`src/hw/rtl/sacl_pkg.sv`:
```
// Shared types, constants and codes of the set-associative cache lookup.
`default_nettype none
package sacl_pkg;

    localparam int MAX_SETS  = 256;
    localparam int MAX_WAYS  = 16;
    localparam int ADDR_W    = 32;
    localparam int SET_W     = $clog2(MAX_SETS);
    localparam int WAY_W     = $clog2(MAX_WAYS);
    localparam int WAYC_W    = $clog2(MAX_WAYS + 1);

    // Field widths of the channels and registers
    localparam int OUTC_W    = 2;
    localparam int OUTWAY_W  = 4;
    localparam int SETB_W    = 4;
    localparam int OFFB_W    = 4;
    localparam int WAYS_W    = 5;
    localparam int CFG_IDX_W = 2;
    localparam int CFG_DAT_W = 5;

    // Register indexes
    localparam logic [CFG_IDX_W-1:0] REG_SET_BITS    = 2'd0;
    localparam logic [CFG_IDX_W-1:0] REG_OFFSET_BITS = 2'd1;
    localparam logic [CFG_IDX_W-1:0] REG_WAYS_IN_USE = 2'd2;

    localparam logic [SETB_W-1:0] SET_BITS_RST    = 4'd4;
    localparam logic [OFFB_W-1:0] OFFSET_BITS_RST = 4'd3;
    localparam logic [WAYS_W-1:0] WAYS_RST        = 5'd8;

    // Access kinds
    localparam logic MODE_READ  = 1'b0;
    localparam logic MODE_WRITE = 1'b1;

    // Outcome codes
    localparam logic [OUTC_W-1:0] OC_READ_HIT   = 2'd0;
    localparam logic [OUTC_W-1:0] OC_WRITE_HIT  = 2'd1;
    localparam logic [OUTC_W-1:0] OC_READ_MISS  = 2'd2;
    localparam logic [OUTC_W-1:0] OC_WRITE_MISS = 2'd3;

    typedef logic [MAX_WAYS-1:0][ADDR_W-1:0] t_tag_arr;

    // Per-set state: line valid bits and round-robin victim pointer
    typedef struct packed {
        logic [MAX_WAYS-1:0] valid;
        logic [WAY_W-1:0]    ptr;
    } t_meta;

    typedef struct packed {
        logic             hit;
        logic [WAY_W-1:0] way;
        t_meta            meta_next;
    } t_match;

endpackage
`default_nettype wire

```
`src/hw/rtl/sacl_match.sv`:
```
// Tag compare across the ways of one set, and victim choice on a miss.
`default_nettype none
module sacl_match (
    input  wire logic                     [sacl_pkg::ADDR_W-1:0] i_block,
    input  wire logic                     [sacl_pkg::WAYC_W-1:0] i_ways,
    input  wire sacl_pkg::t_tag_arr                              i_tags,
    input  wire sacl_pkg::t_meta                                 i_meta,
    output sacl_pkg::t_match                                     o_match
);
    import sacl_pkg::*;

    logic             hit;
    logic [WAY_W-1:0] hit_way;
    logic [WAY_W-1:0] victim;
    logic [WAYC_W:0]  victim_inc;

    always_comb begin
        hit     = 1'b0;
        hit_way = '0;
        // scan downwards so the lowest matching way wins
        for (int w = MAX_WAYS - 1; w >= 0; w--) begin
            if (i_meta.valid[w] && (WAYC_W'(w) < i_ways) && (i_tags[w] == i_block)) begin
                hit     = 1'b1;
                hit_way = WAY_W'(w);
            end
        end
    end

    always_comb begin
        // pointer left stale by a smaller way count falls back to way zero
        victim     = ({1'b0, i_meta.ptr} >= i_ways) ? '0 : i_meta.ptr;
        victim_inc = (WAYC_W + 1)'(victim) + (WAYC_W + 1)'(1);

        o_match.hit                 = hit;
        o_match.way                 = hit ? hit_way : victim;
        o_match.meta_next.valid     = i_meta.valid | (MAX_WAYS'(1) << victim);
        o_match.meta_next.ptr       = (victim_inc < (WAYC_W + 1)'(i_ways))
                                    ? WAY_W'(victim_inc) : '0;
    end

endmodule
`default_nettype wire
```
`config.mk`:
```
export PLATFORM = sky130hd
export DESIGN_NAME = sacl_match
export DESIGN_NICKNAME = d
export VERILOG_FILES = /design/src/hw/rtl/sacl_pkg.sv /design/src/hw/rtl/sacl_match.sv
export SDC_FILE = /design/constraint.sdc
export NUM_CORES = 1
export LEC_CHECK = 0
export BUFFER_PORTS_ARGS = -buffer_cell sky130_fd_sc_hd__clkbuf_2
export CAP_MARGIN = 0
export CELL_PAD_IN_SITES_DETAIL_PLACEMENT = 1
export CELL_PAD_IN_SITES_GLOBAL_PLACEMENT = 1
export CORE_AREA = 3 3 231 233
export DETAILED_ROUTE_END_ITERATION = 10
export DIE_AREA = 0 0 234 236
export PLACE_DENSITY_LB_ADDON = 0.1
export SLEW_MARGIN = 20
export SYNTH_ARGS = -nofsm -noshare
export SYNTH_HDL_FRONTEND = slang
export SYNTH_SLANG_ARGS = --single-unit
```
`constraint.sdc`:
```
create_clock -name vclk -period 11.9
set_input_delay 1.785 -clock vclk [all_inputs]
set_output_delay 1.785 -clock vclk [all_outputs]
set_load 0.02 [all_outputs]
```
==> results of run 1 <==
-- power breakdown --
part	total (mW)	switching, mW	internal (mW)
registers	0	0	0
clock network	0.0000000109	0	0.0000000109
logic	0.524	0.317	0.206
total	0.524	0.317	0.206
-- metrics by stage --
step | utilization [%] | instances | cell area, um^2 | setup WS [ps] | power, mW
global placement | 22.77 | 2331 | 11710 | 5000 | 0.5251
global route | 22.78 | 2333 | 11710 | 4725 | 0.5610
finish | 22.80 | 2337 | 11720 | 5003 | 0.5236
CTS | 22.77 | 2331 | 11710 | 5000 | 0.5263
floorplan | - | 1108 | 8054 | 5157 | 0.2686
detailed placement | 22.77 | 2331 | 11710 | 5020 | 0.5230
-- final timing paths --
check / start / to / slack, ps / cells after the start
setup / recovery: i_ways[1] / o_match[1] / 5000 / 17
hold / removal: i_meta[19] / o_match[19] / 3920 / 3
-- metal layers --
layer	up-vias	share of wire, %	wire [um]
met3	71	6.4	4710
li1	5061	-	-
met1	5428	42	30900
met4	14	1.8	1355
met2	531	50	37010
met5	-	0.13	93
-- kinds of logic (layout without fill, tap and decap cells) --
family | after synthesis | in the layout
AND/OR/NAND/NOR | 436 | 436
adder cells (fa/ha/maj) | 14 | 14
buffers and inverters | 87 | 630
AO/OA/AOI/OAI | 56 | 56
XOR/XNOR | 515 | 515
other | 0 | 6
-- area by class of cell --
| cell class | instances | area (um^2) | share of cell area (%) |
|---|---|---|---|
| Tap cell | 680 | 850.8 | 7.258 |
| Timing Repair Buffer | 615 | 3131 | 26.71 |
| Multi-Input combinational cell | 1021 | 7670 | 65.43 |
| Antenna cell | 6 | 15.01 | 0.1281 |
| Inverter | 15 | 56.30 | 0.4803 |
-- worst min-delay path: cells and delay by family --
kind / cells / cell delay [ps]
buf+inv: 2 / 260
compound gates: 1 / 90
-- placed cells by master (no fill, tap or decap), drive strengths merged, types with 2 or more instances in the layout --
cell     count
nand4      140
or4         12
nand3       31
a211oi       4
a31oi        2
xor2       187
and4         3
a311oi       2
nand2       52
a21oi        8
nand4b       3
clkbuf     594
nor2        26
nor3        29
or4b         3
and3         7
inv         15
or3b         5
buf         21
nor2b        3
o21ba        2
nor3b        4
nor4b        9
o21ai        6
diode        6
nor4        93
or3          6
o211ai       2
nor4bb       4
nand2b       2
xnor2      328
a21o        14
ha          14
o2111ai      2
a31o         6
==> flow_summary.json, run 1 <==
{
  "status": "completed",
  "ys_types": 52,
  "drive_above_1_share_pct": 38.40,
  "core_area_mm2": 0.05141,
  "vias_per_cell": 4.752,
  "die_area_mm2": 0.05522,
  "antenna_left": 0,
  "rsz0062_at_grt": "false",
  "drc": 0,
  "syn_area_per_cell_um2": 7.269,
  "synth_cells": 1108,
  "final_nets": 2236,
  "holdWs_ps": 3923,
  "die_h_um": 236,
  "required_ps": 10120,
  "period_needed_ps": 6897,
  "grt_antenna_before_repair": 14,
  "seqCellArea_um2": 0,
  "setup_tns_ps": 0,
  "irDropWorstVdd_uv": 30.34,
  "yosysMostFrequentCell": "xnor2_1",
  "muxShareOfSynthArea_pct": 0,
  "syn_area_mm2": 0.008054,
  "post-route-period-util_pct": 57.96,
  "yosys.area.top_type": "xnor2_1",
  "fp-row-count": 83,
  "critPathBufInv": 5,
  "synth_top_area_share_pct": 35.67,
  "clock_buffers": 0,
  "yosys.area_share.adder_pct": 2.175,
  "hold_violations": 0,
  "drv_cap": 0,
  "slew_viol_final": 0,
  "wl_um": 74070,
  "yosys_warnings": 0,
  "grt_overflow": 0,
  "grtUsageMet1_pct": 31.32,
  "leakage_nw": 4.887,
  "synth_area_leaders": "xnor2_1 (36%), xor2_1 (20%), nand4_1 (11%)",
  "fill_cells": 6389,
  "worst_ep_arrival_time_ps": 5110,
  "via_count": 11110,
  "worst_pin_slew_ps": 1054,
  "path_delay_family": "compound AO/OA/AOI/OAI gates",
  "grt_pass1_wl_um": 98900,
  "dr.first_iter.drc_count": 581,
  "grt_use_total_pct": 25.52,
  "hold_path.class": "input port to primary output",
  "holdBufCountCts": 0,
  "synth_top_family_by_area": "XOR/XNOR gates",
  "syn-num-nets": 1691,
  "io_pins": 594,
  "fmax_mhz": 145.0,
  "path_max_fanout": 10,
  "path_cells": "clkbuf_2 -> inv_1 -> ha_1 -> a21o_1 -> a21o_1 -> a21oi_1 -> or2_2 -> nand2_1 -> inv_1 -> ha_1 -> ha_1 -> inv_1 -> ha_1 -> a211oi_1 -> o31ai_1 -> a21oi_1 -> clkbuf_2",
  "wl_per_cell_um": 31.69,
  "synth.top_cells.by_count": "xnor2_1 (328), xor2_1 (187), nand4_1 (140)",
  "seq_cells": 0,
  "worstSetupEndpointType": "primary output",
  "grt_max_degree": 20,
  "cp-start-kind": "input port",
  "hpwlAfterDp_um": 60350,
  "synthXorXnorAreaFrac_pct": 56.00,
  "gr-max-usage-layer": "met2",
  "synth-simple-area-share_pct": 31.80,
  "grtUsageMet2_pct": 46.80,
  "place_congestion": 0.8595,
  "cp_slowest_cell": "o31ai_1",
  "synth_compound_area_share_pct": 5.251,
  "yosysSeqAreaShare_pct": 0,
  "setup_violations": 0,
  "die_width_um": 234,
  "grtUsageMet3_pct": 4.203,
  "syn_to_final_growth_pct": 45.55,
  "grt_pass1_vias": 12670,
  "slew_headroom_pct": 29.71,
  "slowest_delay_ps": 470,
  "cp_common_cell": "ha_1",
  "post_cts_buffers": 0,
  "port_buffers": 594,
  "start_util_pct": 15.67,
  "p_per_area_mw_per_mm2": 44.67,
  "cts_resized": 0,
  "crit_type": "input port to primary output",
  "drt-pass1-iter-count": 5
}
Power figures use the tool's default switching activity.
==> inputs of run 2 (changes only) <==
CORE_AREA = 3 3 232 234   (was 3 3 231 233)
DIE_AREA = 0 0 235 237   (was 0 0 234 236)
clock period = 5.6 ns   (was 11.9 ns; I/O delays follow)
==> flow_summary.json, run 2 (synthesis results as in run 1) <==
{
  "cp-start-kind": "input port",
  "core_area_mm2": 0.05224,
  "required_ps": 4760,
  "layout_common_cells": "clkbuf_2 (594), xnor2_1 (328), xor2_1 (187), nand4_1 (140), nor4_1 (93)",
  "fill_cells": 6540,
  "p_per_area_mw_per_mm2": 94.45,
  "path_max_fanout": 7,
  "holdBufCountCts": 0,
  "seq_power_share_pct": 0,
  "post_cts_buffers": 0,
  "cts_resized": 0,
  "antenna_left": 0,
  "slew_viol_final": 0,
  "fmax_mhz": 198.1,
  "mostFrequentLayoutCell": "clkbuf_2",
  "seq_cells": 0,
  "die_width_um": 235,
  "switchingPower_mw": 0.6758,
  "p_int_mw": 0.4452,
  "wl_um": 75070,
  "grt_pass1_wl_um": 100900,
  "drv_cap": 0,
  "setup_tns_ps": 0,
  "crit_type": "input port to primary output",
  "placedInstanceArea_mm2": 0.01186,
  "slew_headroom_pct": 34.66,
  "grt_overflow": 0,
  "leakage_nw": 4.981,
  "irDropWorstVdd_uv": 48.89,
  "start_util_pct": 15.42,
  "syn_to_final_growth_pct": 47.38,
  "setup_violations": 0,
  "grt_use_total_pct": 25.78,
  "drc": 0,
  "hold_path.class": "input port to primary output",
  "die_area_mm2": 0.05570,
  "port_buffers": 594,
  "hpwlAfterDp_um": 65310,
  "grt_antenna_before_repair": 9,
  "rsz0062_at_grt": "false",
  "seqCellArea_um2": 0,
  "clock_buffers": 0,
  "via_count": 11100,
  "hold_violations": 0,
  "drive_above_1_share_pct": 39.10,
  "die_h_um": 237,
  "drt-pass1-iter-count": 5,
  "worstSetupEndpointType": "primary output",
  "grt_max_degree": 20,
  "post-route-cell-area_mm2": 0.01187,
  "post-route-period-util_pct": 90.12,
  "status": "completed",
  "multi_input_area_mm2": 0.007670,
  "place_congestion": 0.8844,
  "clkPwrFrac_pct": 0,
  "period_needed_ps": 5047,
  "worst_ep_arrival_time_ps": 4210,
  "combPwrFrac_pct": 100.0,
  "worst_pin_slew_ps": 980.1,
  "hold_start": "i_meta[19]",
  "fp-row-count": 84,
  "dr.first_iter.drc_count": 594,
  "io_pins": 594,
  "p_total_mw": 1.121,
  "final_nets": 2255,
  "switching_share_pct": 60.29,
  "vias_per_cell": 4.698,
  "min_to": "o_match[19]",
  "wl_per_cell_um": 31.78,
  "grt_pass1_vias": 12600,
  "hold_depth": 3
}
==> run 2: per-stage QoR <==
stage | utilization (%) | hold WS (ps) | setup WS, ps | instances
global route | 22.71 | 2040 | 262.2 | 2359
detailed placement | 22.71 | 2035 | 579.6 | 2358
CTS | 22.71 | 2037 | 574.6 | 2358
floorplan | - | 1821 | 747.0 | 1108
global placement | 22.71 | 2025 | 585.6 | 2358
finish | 22.72 | 2030 | 553.2 | 2362
==> run 2: final cells by class <==
cell class | instances | area share, %
Multi-Input combinational cell | 1021 | 64.61
Inverter | 15 | 0.4743
Tap cell | 688 | 7.252
Timing Repair Buffer | 634 | 27.57
Antenna cell | 4 | 0.08433
==> run 2: power by group through the flow <==
| stage | registers (mW) | clock network (mW) | logic [mW] |
|---|---|---|---|
| 4_1_cts | 0 | 0 | 1.13 |
| 5_1_grt | 0 | 0.0000000242 | 1.21 |
| 3_5_place_dp | 0 | 0 | 1.12 |
| 6_report | 0 | 0.0000000176 | 1.12 |
| 3_3_place_gp | 0 | 0 | 1.12 |
| 2_1_floorplan | 0 | 0 | 0.571 |
==> run 2: worst max path at each step <==
| stage | from | to | slack [ps] | cells after the start |
|---|---|---|---|---|
| floorplan | i_ways[3] | o_match[0] | 750 | 16 |
| global placement | i_meta[0] | o_match[2] | 590 | 18 |
| detailed placement | i_ways[0] | o_match[3] | 580 | 17 |
| CTS | i_ways[0] | o_match[3] | 570 | 17 |
| global route | i_ways[0] | o_match[0] | 260 | 17 |
| finish | i_ways[0] | o_match[2] | 550 | 17 |
==> run 2: metal layers <==
metal	vias up	GRT usage, %	wire, um
met4	16	6.010	2048
met3	95	5.532	5123
met1	5365	30.72	30290
li1	5099	-	-
met5	-	0	110
met2	522	47.04	37490
==> run 2: critical path, stage by stage <==
cell and delay, ps:
clkbuf_2 170, ha_1 310, nand2b_1 150, a21o_1 180, a21o_1 170, a21oi_1 220
or2_2 200, nand2_1 110, inv_1 190, ha_1 240, ha_1 280, inv_1 70
ha_1 160, a211oi_1 60, o31ai_1 490, a211oi_1 170, clkbuf_2 200
